==> config.mk <==
export PLATFORM = sky130hd
export DESIGN_NAME = pid_step_controller
export DESIGN_NICKNAME = d
export VERILOG_FILES = /design/src/design/pidsc_pkg.sv /design/src/design/pid_step_controller.sv
export SDC_FILE = /design/constraint.sdc
export NUM_CORES = 2
export LEC_CHECK = 0
export BUFFER_PORTS_ARGS = -buffer_cell sky130_fd_sc_hd__buf_2
export CAP_MARGIN = 30
export CORE_ASPECT_RATIO = 1.5
export CORE_MARGIN = 5
export CORE_UTILIZATION = 55
export CTS_BUF_LIST = sky130_fd_sc_hd__clkbuf_4
export DETAILED_ROUTE_END_ITERATION = 7
export GPL_TIMING_DRIVEN = 0
export PLACE_DENSITY = 0.73
export SLEW_MARGIN = 20
export SYNTH_ARGS = -nofsm -noshare
export SYNTH_HDL_FRONTEND = slang
export SYNTH_SLANG_ARGS = --single-unit
==> constraint.sdc <==
create_clock -name aclk -period 11.81 [get_ports aclk]
set_input_delay 0.5905 -clock aclk [delete_from_list [all_inputs] [get_ports aclk]]
set_output_delay 0.5905 -clock aclk [all_outputs]
set_load 0.005 [all_outputs]
==> src/design/pidsc_pkg.sv <==
// pidsc_pkg: widths, register indexes and request codes of the pid step controller
// no dependencies; imported by pid_step_controller

package pidsc_pkg;

    localparam int VALUE_WIDTH_DEF = 32;

    localparam int GAIN_W    = 32;
    localparam int HALF_W    = GAIN_W / 2;
    localparam int DIGIT_W   = HALF_W + 1;
    localparam int POS_W     = 32;
    localparam int DT_W      = 16;
    localparam int DRIVE_W   = 32;
    localparam int GAIN_FRAC = 24;
    localparam int DT_FRAC   = 16;

    localparam int IN_TDATA_W  = 2 * POS_W + DT_W;
    localparam int OUT_TDATA_W = DRIVE_W;
    localparam int CFG_ADDR_W  = 2;

    localparam logic [CFG_ADDR_W-1:0] REG_P_GAIN = 2'd0;
    localparam logic [CFG_ADDR_W-1:0] REG_I_GAIN = 2'd1;
    localparam logic [CFG_ADDR_W-1:0] REG_D_GAIN = 2'd2;

    localparam logic OP_STEP  = 1'b0;
    localparam logic OP_CLEAR = 1'b1;

endpackage

==> src/design/pid_step_controller.sv <==
// pid_step_controller: discrete pid step on one shared multiply-accumulate unit and a
// radix-4 restoring divider, sequenced by a small state machine
// depends on pidsc_pkg
//
// usage:
//   configuration: cfg_wr_en / cfg_addr / cfg_wdata write p_gain (0), i_gain (1) and
//   d_gain (2), signed q8.24; other indexes are ignored. write only while idle.
//   input request: s_tuser carries the opcode (step or clear), s_tdata carries setpoint,
//   measured and time_step. one request is taken at a time; s_tready is high only while
//   the sequencer is idle.
//   result: m_tdata carries drive (signed q16.16), m_tuser carries the saturated flag.
//   sequence: a step request runs the p, i, time-step and d products on the multiplier,
//   then the divider loop (two quotient bits per cycle) over QW = 2*((VALUE_WIDTH+9)/2)
//   quotient bits, then the final sum; a zero time step or a derivative that saturates
//   skips the divider loop. a clear request goes straight to the final step.
//   the multiplier is one VALUE_WIDTH+8 by 17 bit unit used seven times per step.
//   stall: the result sits in an output register; the next request is accepted while it
//   waits, and its result is held back until m_tready frees the register.
//   reset: aresetn (synchronous, active low) clears gains, integral, previous error and
//   all handshake state.

module pid_step_controller
    import pidsc_pkg::*;
#(
    parameter int VALUE_WIDTH = VALUE_WIDTH_DEF
) (
    input  logic                   aclk,
    input  logic                   aresetn,
    input  logic                   cfg_wr_en,
    input  logic [CFG_ADDR_W-1:0]  cfg_addr,
    input  logic [GAIN_W-1:0]      cfg_wdata,
    input  logic                   s_tvalid,
    output logic                   s_tready,
    input  logic [IN_TDATA_W-1:0]  s_tdata,   // setpoint, measured, time_step
    input  logic [0:0]             s_tuser,   // opcode
    output logic                   m_tvalid,
    input  logic                   m_tready,
    output logic [OUT_TDATA_W-1:0] m_tdata,   // drive
    output logic [0:0]             m_tuser    // saturated
);

    localparam int VW   = VALUE_WIDTH;
    localparam int AW   = VW + 8;
    localparam int PW   = AW + DIGIT_W;
    localparam int ACCW = PW + HALF_W;
    localparam int QMW  = VW + 9;
    localparam int QW   = 2 * ((VW + 9) / 2);
    localparam int NW   = QMW + DT_FRAC;
    localparam int HALF = QW / 2;
    localparam int CNTW = $clog2(HALF);
    localparam int DIFW = VW + POS_W + 2;
    localparam int SW   = VW + 9;
    localparam int TW   = QW + 3;

    localparam logic [VW-1:0] VMAX = {1'b0, {(VW-1){1'b1}}};
    localparam logic [VW-1:0] VMIN = {1'b1, {(VW-1){1'b0}}};

    localparam logic [3:0] ST_IDLE     = 4'd0;
    localparam logic [3:0] ST_P_LO     = 4'd1;
    localparam logic [3:0] ST_P_HI     = 4'd2;
    localparam logic [3:0] ST_I_LO     = 4'd3;
    localparam logic [3:0] ST_I_HI     = 4'd4;
    localparam logic [3:0] ST_DT       = 4'd5;
    localparam logic [3:0] ST_D_LO     = 4'd6;
    localparam logic [3:0] ST_D_HI     = 4'd7;
    localparam logic [3:0] ST_DIV_INIT = 4'd8;
    localparam logic [3:0] ST_DIV      = 4'd9;
    localparam logic [3:0] ST_FIN      = 4'd10;

    logic [3:0]               state_reg, state_next;
    logic [GAIN_W-1:0]        p_gain_reg, p_gain_next;
    logic [GAIN_W-1:0]        i_gain_reg, i_gain_next;
    logic [GAIN_W-1:0]        d_gain_reg, d_gain_next;
    logic [VW-1:0]            integ_reg, integ_next;
    logic [VW-1:0]            prev_reg, prev_next;
    logic [VW-1:0]            err_reg, err_next;
    logic [VW:0]              delta_reg, delta_next;
    logic [DT_W-1:0]          dt_reg, dt_next;
    logic                     clr_reg, clr_next;
    logic                     int_hit_reg, int_hit_next;
    logic [AW-1:0]            pterm_reg, pterm_next;
    logic [ACCW-1:0]          acc_reg, acc_next;
    logic                     neg_reg, neg_next;
    logic                     dzero_reg, dzero_next;
    logic                     dsat_reg, dsat_next;
    logic [DT_W-1:0]          rem_reg, rem_next;
    logic [QW-1:0]            num_reg, num_next;
    logic [CNTW-1:0]          cnt_reg, cnt_next;
    logic                     out_valid_reg, out_valid_next;
    logic [DRIVE_W-1:0]       drive_reg, drive_next;
    logic                     sat_reg, sat_next;

    // input fields
    logic [POS_W-1:0] in_setpoint;
    logic [POS_W-1:0] in_measured;
    logic [DT_W-1:0]  in_dt;
    logic             in_fire;

    assign in_setpoint = s_tdata[POS_W-1:0];
    assign in_measured = s_tdata[2*POS_W-1:POS_W];
    assign in_dt       = s_tdata[2*POS_W +: DT_W];
    assign s_tready    = (state_reg == ST_IDLE);
    assign in_fire     = s_tvalid && s_tready;

    // error with clipping to the value range
    logic [DIFW-1:0] diff;
    logic            diff_fits;
    logic [VW-1:0]   err_in;

    assign diff = {{(VW+2){in_setpoint[POS_W-1]}}, in_setpoint}
                - {{(VW+2){in_measured[POS_W-1]}}, in_measured};
    assign diff_fits = (&diff[DIFW-1:VW-1]) || !(|diff[DIFW-1:VW-1]);
    assign err_in = diff_fits ? diff[VW-1:0] : (diff[DIFW-1] ? VMIN : VMAX);

    // shared multiply-accumulate unit
    logic signed [AW-1:0]      mul_a;
    logic signed [DIGIT_W-1:0] mul_d;
    logic signed [PW-1:0]      prod;
    logic [ACCW-1:0]           addend;
    logic                      acc_en, acc_clr, acc_hi;

    assign prod   = mul_a * mul_d;
    assign addend = acc_hi ? {prod, {HALF_W{1'b0}}} : {{HALF_W{prod[PW-1]}}, prod};

    // integral update
    logic [AW-1:0] inc_w;
    logic [SW-1:0] isum;
    logic          isum_fits;
    logic [VW-1:0] isum_clip;

    assign inc_w     = acc_reg[DT_FRAC +: AW];
    assign isum      = {{(SW-VW){integ_reg[VW-1]}}, integ_reg}
                     + {{(SW-AW){inc_w[AW-1]}}, inc_w};
    assign isum_fits = (&isum[SW-1:VW-1]) || !(|isum[SW-1:VW-1]);
    assign isum_clip = isum_fits ? isum[VW-1:0] : (isum[SW-1] ? VMIN : VMAX);

    // divider setup: magnitude of the scaled derivative product
    logic [QMW-1:0]  dq;
    logic [QMW-1:0]  dmag_in;
    logic [NW-1:0]   num_full;
    logic [DT_W:0]   num_hi;
    logic [DT_W:0]   dt_ext;

    assign dq       = acc_reg[GAIN_FRAC +: QMW];
    assign dmag_in  = dq[QMW-1] ? (~dq + 1'b1) : dq;
    assign num_full = {dmag_in, {DT_FRAC{1'b0}}};
    assign num_hi   = (DT_W+1)'(dmag_in >> (QW - DT_FRAC));
    assign dt_ext   = {1'b0, dt_reg};

    // two restoring steps per cycle
    logic [DT_W:0] r1, r1s, r2, r2s;
    logic          ge1, ge2;

    assign r1  = {rem_reg, num_reg[QW-1]};
    assign ge1 = (r1 >= dt_ext);
    assign r1s = ge1 ? (r1 - dt_ext) : r1;
    assign r2  = {r1s[DT_W-1:0], num_reg[QW-2]};
    assign ge2 = (r2 >= dt_ext);
    assign r2s = ge2 ? (r2 - dt_ext) : r2;

    // final sum and saturation
    logic [QW-1:0]  dterm_mag;
    logic [QW:0]    dterm;
    logic [TW-1:0]  total;
    logic           total_fits;
    logic [VW-1:0]  total_clip;
    logic [VW+DRIVE_W-1:0] drive_ext;

    assign dterm_mag  = dzero_reg ? '0 : (dsat_reg ? '1 : num_reg);
    assign dterm      = neg_reg ? (~{1'b0, dterm_mag} + 1'b1) : {1'b0, dterm_mag};
    assign total      = {{(TW-AW){pterm_reg[AW-1]}}, pterm_reg}
                      + {{(TW-VW){integ_reg[VW-1]}}, integ_reg}
                      + {{(TW-QW-1){dterm[QW]}}, dterm};
    assign total_fits = (&total[TW-1:VW-1]) || !(|total[TW-1:VW-1]);
    assign total_clip = total_fits ? total[VW-1:0] : (total[TW-1] ? VMIN : VMAX);
    assign drive_ext  = {{DRIVE_W{total_clip[VW-1]}}, total_clip};

    always_comb begin
        state_next     = state_reg;
        p_gain_next    = p_gain_reg;
        i_gain_next    = i_gain_reg;
        d_gain_next    = d_gain_reg;
        integ_next     = integ_reg;
        prev_next      = prev_reg;
        err_next       = err_reg;
        delta_next     = delta_reg;
        dt_next        = dt_reg;
        clr_next       = clr_reg;
        int_hit_next   = int_hit_reg;
        pterm_next     = pterm_reg;
        neg_next       = neg_reg;
        dzero_next     = dzero_reg;
        dsat_next      = dsat_reg;
        rem_next       = rem_reg;
        num_next       = num_reg;
        cnt_next       = cnt_reg;
        out_valid_next = out_valid_reg && !m_tready;
        drive_next     = drive_reg;
        sat_next       = sat_reg;
        mul_a          = {{(AW-VW){err_reg[VW-1]}}, err_reg};
        mul_d          = '0;
        acc_en         = 1'b0;
        acc_clr        = 1'b0;
        acc_hi         = 1'b0;

        if (cfg_wr_en) begin
            case (cfg_addr)
                REG_P_GAIN: p_gain_next = cfg_wdata;
                REG_I_GAIN: i_gain_next = cfg_wdata;
                REG_D_GAIN: d_gain_next = cfg_wdata;
                default: ;
            endcase
        end

        case (state_reg)
            ST_IDLE: begin
                if (in_fire) begin
                    clr_next = (s_tuser[0] == OP_CLEAR);
                    if (s_tuser[0] == OP_CLEAR) begin
                        integ_next = '0;
                        prev_next  = '0;
                        state_next = ST_FIN;
                    end else begin
                        err_next     = err_in;
                        dt_next      = in_dt;
                        int_hit_next = 1'b0;
                        state_next   = ST_P_LO;
                    end
                end
            end
            ST_P_LO: begin
                delta_next = {err_reg[VW-1], err_reg} - {prev_reg[VW-1], prev_reg};
                prev_next  = err_reg;
                mul_d      = {1'b0, p_gain_reg[HALF_W-1:0]};
                acc_en     = 1'b1;
                acc_clr    = 1'b1;
                state_next = ST_P_HI;
            end
            ST_P_HI: begin
                mul_d      = {p_gain_reg[GAIN_W-1], p_gain_reg[GAIN_W-1 -: HALF_W]};
                acc_en     = 1'b1;
                acc_hi     = 1'b1;
                state_next = ST_I_LO;
            end
            ST_I_LO: begin
                pterm_next = acc_reg[GAIN_FRAC +: AW];
                mul_d      = {1'b0, i_gain_reg[HALF_W-1:0]};
                acc_en     = 1'b1;
                acc_clr    = 1'b1;
                state_next = ST_I_HI;
            end
            ST_I_HI: begin
                mul_d      = {i_gain_reg[GAIN_W-1], i_gain_reg[GAIN_W-1 -: HALF_W]};
                acc_en     = 1'b1;
                acc_hi     = 1'b1;
                state_next = ST_DT;
            end
            ST_DT: begin
                mul_a      = acc_reg[GAIN_FRAC +: AW];
                mul_d      = {1'b0, dt_reg};
                acc_en     = 1'b1;
                acc_clr    = 1'b1;
                state_next = ST_D_LO;
            end
            ST_D_LO: begin
                integ_next   = isum_clip;
                int_hit_next = !isum_fits;
                mul_a        = {{(AW-VW-1){delta_reg[VW]}}, delta_reg};
                mul_d        = {1'b0, d_gain_reg[HALF_W-1:0]};
                acc_en       = 1'b1;
                acc_clr      = 1'b1;
                state_next   = ST_D_HI;
            end
            ST_D_HI: begin
                mul_a      = {{(AW-VW-1){delta_reg[VW]}}, delta_reg};
                mul_d      = {d_gain_reg[GAIN_W-1], d_gain_reg[GAIN_W-1 -: HALF_W]};
                acc_en     = 1'b1;
                acc_hi     = 1'b1;
                state_next = ST_DIV_INIT;
            end
            ST_DIV_INIT: begin
                neg_next   = dq[QMW-1];
                dzero_next = (dt_reg == '0);
                dsat_next  = (num_hi >= dt_ext);
                rem_next   = num_hi[DT_W-1:0];
                num_next   = num_full[QW-1:0];
                cnt_next   = CNTW'(HALF - 1);
                if ((dt_reg == '0) || (num_hi >= dt_ext)) begin
                    state_next = ST_FIN;
                end else begin
                    state_next = ST_DIV;
                end
            end
            ST_DIV: begin
                rem_next = r2s[DT_W-1:0];
                num_next = {num_reg[QW-3:0], ge1, ge2};
                if (cnt_reg == '0) begin
                    state_next = ST_FIN;
                end else begin
                    cnt_next = cnt_reg - 1'b1;
                end
            end
            ST_FIN: begin
                if (!out_valid_reg || m_tready) begin
                    out_valid_next = 1'b1;
                    drive_next     = clr_reg ? '0 : drive_ext[DRIVE_W-1:0];
                    sat_next       = !clr_reg && (int_hit_reg || !total_fits);
                    state_next     = ST_IDLE;
                end
            end
            default: state_next = ST_IDLE;
        endcase

        if (!acc_en) begin
            acc_next = acc_reg;
        end else if (acc_clr) begin
            acc_next = addend;
        end else begin
            acc_next = acc_reg + addend;
        end
    end

    always_ff @(posedge aclk) begin
        if (!aresetn) begin
            state_reg     <= ST_IDLE;
            p_gain_reg    <= '0;
            i_gain_reg    <= '0;
            d_gain_reg    <= '0;
            integ_reg     <= '0;
            prev_reg      <= '0;
            clr_reg       <= 1'b0;
            int_hit_reg   <= 1'b0;
            cnt_reg       <= '0;
            out_valid_reg <= 1'b0;
        end else begin
            state_reg     <= state_next;
            p_gain_reg    <= p_gain_next;
            i_gain_reg    <= i_gain_next;
            d_gain_reg    <= d_gain_next;
            integ_reg     <= integ_next;
            prev_reg      <= prev_next;
            clr_reg       <= clr_next;
            int_hit_reg   <= int_hit_next;
            cnt_reg       <= cnt_next;
            out_valid_reg <= out_valid_next;
        end
    end

    always_ff @(posedge aclk) begin
        err_reg   <= err_next;
        delta_reg <= delta_next;
        dt_reg    <= dt_next;
        pterm_reg <= pterm_next;
        acc_reg   <= acc_next;
        neg_reg   <= neg_next;
        dzero_reg <= dzero_next;
        dsat_reg  <= dsat_next;
        rem_reg   <= rem_next;
        num_reg   <= num_next;
        drive_reg <= drive_next;
        sat_reg   <= sat_next;
    end

    assign m_tvalid   = out_valid_reg;
    assign m_tdata    = drive_reg;
    assign m_tuser[0] = sat_reg;

    a_one_request: assert property (@(posedge aclk) disable iff (!aresetn)
        s_tvalid && s_tready |=> !s_tready)
        else $error("second request accepted while busy");

    a_rem_bound: assert property (@(posedge aclk) disable iff (!aresetn)
        state_reg == ST_DIV |-> rem_reg < dt_reg)
        else $error("divider remainder out of range");

    a_clear_state: assert property (@(posedge aclk) disable iff (!aresetn)
        s_tvalid && s_tready && (s_tuser[0] == OP_CLEAR) |=> integ_reg == '0 && prev_reg == '0)
        else $error("clear request left integral or previous error");

    a_result_from_fin: assert property (@(posedge aclk) disable iff (!aresetn)
        $rose(m_tvalid) |-> $past(state_reg) == ST_FIN)
        else $error("result raised outside final step");

    a_clear_result: assert property (@(posedge aclk) disable iff (!aresetn)
        state_reg == ST_FIN && clr_reg && (!m_tvalid || m_tready)
        |=> m_tdata == '0 && m_tuser == 1'b0)
        else $error("clear request gave nonzero result");

endmodule

==> results.toml <==
[outcome]
status = "finished, violations left"
violations = "DRC"

[power_and_ir_drop]
power.density_nw_per_um2 = 266.2
ir_drop_v = 0.0001686
finalPower_mw = 17.29
leakagePower_nw = 29.92

[detailed_routing]
vias_per_cell = 6.096
drt_iter0_markers = 4647
wl_per_cell_um = 24.70
vias = 53920
drc = 3
wl_mm = 218.5
dr.pass1.iters = 8
ant_nets = 0

[floorplanning]
fp.dieH_um = 410.2
die-area_um2 = 113500
initial_core_util = 0.5552
die_x_um = 276.8
row_count = 146
ioPinCount = 155
coreArea_um2 = 105800

[clock_tree]
clock_path_buffers = 3
cts_tree = "yes"
cts.sinks = 450
htree_levels = 3
insertion_delay_ns = 1.13
root_buffer = "clkbuf_4"
clk_pin_slew_worst_paths_ns = 0.07
cts_buffers = 112

[logic_synthesis]
syn-num-nets = 8167
yosys_most_used_dff = "edfxtp_1"
yosys_warnings = 0
syn_area_per_cell_um2 = 8.440
ys_seq_area_frac = 0.2008
async_flop_share = 0
ys_ff_latch = 450
ys_types = 83
synth_cells = 6958
synthesis.area_um2 = 58730
synth_edf_count = 278

[placed_design]
dp.cells = 8563
place.port_buffers = 153
place_congestion = 1.077
dp_slack_ns = -2.041
dp_hpwl_mm = 176.3

[setup_path]
end_kind = "register"
crit_start = "state_reg[0]"
slowest_delay_ns = 0.61
cp-start-kind = "register"
cp_max_fo = 10
required_ns = 12.60
worst_r2r_endpoint = "acc_reg[55]"
crit_type = "register to register"
rr_startpoint = "state_reg[0]"
worst_path_max_delay_cell = "fa_1"
arrival_ns = 12.32
rrSetupSlack_ns = 0.29
worst-r2r-cell-count = 39
crit_top_cell = "fa_1"

[global_route]
grt_pass1_wl_mm = 325.1
grt_usage = 0.3762
use_met3 = 0.07077
grt_use_met1 = 0.3933
grt_max_degree = 56
top_usage_layer = "met2"
grt_util_met2 = 0.6324
grt_pass1_vias = 54660
grt-ovfl-total = 0
antenna_found_initial = 16

[timing]
finalHoldViolations = 0
min_period_ns = 11.52
worstMarginPinSlew_ns = 1.194
relSlewSlack = 0.2039
timing.fmax_ghz = 0.08680
final.period_utilization = 0.9755
finClkSkew_ns = 0.1746
slew_violations = 0
worst_slack_ns = 0.2891
setup_viol = 0
hold_ws_ns = 0.1806

[layout]
stdcell_count = 8846
final_common_cell = "inv_1"
regArea_um2 = 11790
multi_input_area_um2 = 42520
utilization = 0.6140
nFillCells = 9400
layout_common_cells = "1,030 x inv_1, 903 x nand2_1, 687 x fa_1, 571 x nor2_1, 486 x a21oi_1"
synthToLayoutAreaGrowth_pct = 10.59
nets = 8545
drive_above_1_share = 0.09432
largest_register_ffs = 65

[worst_hold_path]
hold_depth = 4
min_from = "s_tdata[12]"
min_to = "err_reg[12]"
worstHoldPathType = "primary input to register"

[job]
drv_cap = 0
area by class of cell:
cell class / count / share of cell area
Antenna cell: 8 / 0.0003083
Buffer: 291 / 0.01998
Clock buffer: 149 / 0.01722
Clock inverter: 61 / 0.006493
Inverter: 1031 / 0.05959
Multi-Input combinational cell: 5158 / 0.6547
Sequential cell: 450 / 0.1816
Tap cell: 1406 / 0.02709
Timing Repair Buffer: 292 / 0.03298
synthesized netlist by cell type (all sizes together), types with 78 or more instances:
cell | count | share of area
and2 | 78 | 0.0083
clkbuf | 289 | 0.018
nand3 | 134 | 0.011
nor2 | 577 | 0.037
edfxtp | 278 | 0.14
xor2 | 134 | 0.020
ha | 400 | 0.085
fa | 689 | 0.23
dfxtp | 172 | 0.059
nor3 | 78 | 0.0066
inv | 1031 | 0.066
a21o | 174 | 0.022
nand2 | 908 | 0.058
xnor2 | 178 | 0.027
a21oi | 498 | 0.042
o21ai | 287 | 0.024
report_power, final:
part           switching [mW]  internal [mW]
combinational            7.88           4.77
clock                   0.752          0.699
sequential              0.723           2.46
worst max path at each step:
stage | to | depth (start not counted)
global route | acc_reg[64] | 40
global placement | acc_reg[64] | 38
floorplan | acc_reg[64] | 39
CTS | acc_reg[58] | 40
detailed placement | acc_reg[64] | 39
finish | acc_reg[55] | 39
repair_timing:
item / 4_1_cts / 5_1_grt
hold endpoints to repair: 121 / 0
endpoints found under the setup margin: 40 / 28
buffers inserted: 15 / 17
hold buffers: 61 / 0
gates resized for setup: 103 / 193
pin swaps: 11 / 8
cloned: 0 / 0
metal layers:
layer / part of all wire / up-vias
met1: 0.33 / 26100
met2: 0.47 / 2699
met3: 0.075 / 1008
li1: - / 24110
met4: 0.13 / 8
met5: 0.00035 / -
cells by family after synthesis:
kind of cell / synth area share
fa+ha+maj: 0.3211
mux: 0.01396
compound gates: 0.1702
simple gates: 0.1609
xor+xnor: 0.04653
flops: 0.2008
buf+inv: 0.08646
per-stage QoR:
stage          area [um^2]   TNS, ns
2_1_floorplan        58730         0
3_3_place_gp         61250   -183.74
3_5_place_dp         61950    -45.88
4_1_cts              64450         0
5_1_grt              64930  -0.05610
6_report             64940         0
worst max-delay path: cells and delay by family, from the launching register on:
| family | cells | cell delay, ns |
|---|---|---|
| AO/OA/AOI/OAI | 16 | 3.88 |
| AND/OR/NAND/NOR | 5 | 1.06 |
| multiplexers | 1 | 0.29 |
| adder cells (fa/ha/maj) | 8 | 3.77 |
| XOR/XNOR | 1 | 0.21 |
| flip-flops | 1 | 0.34 |
| buffers and inverters | 8 | 1.66 |
No activity file was read; power rests on OpenSTA's default activity.
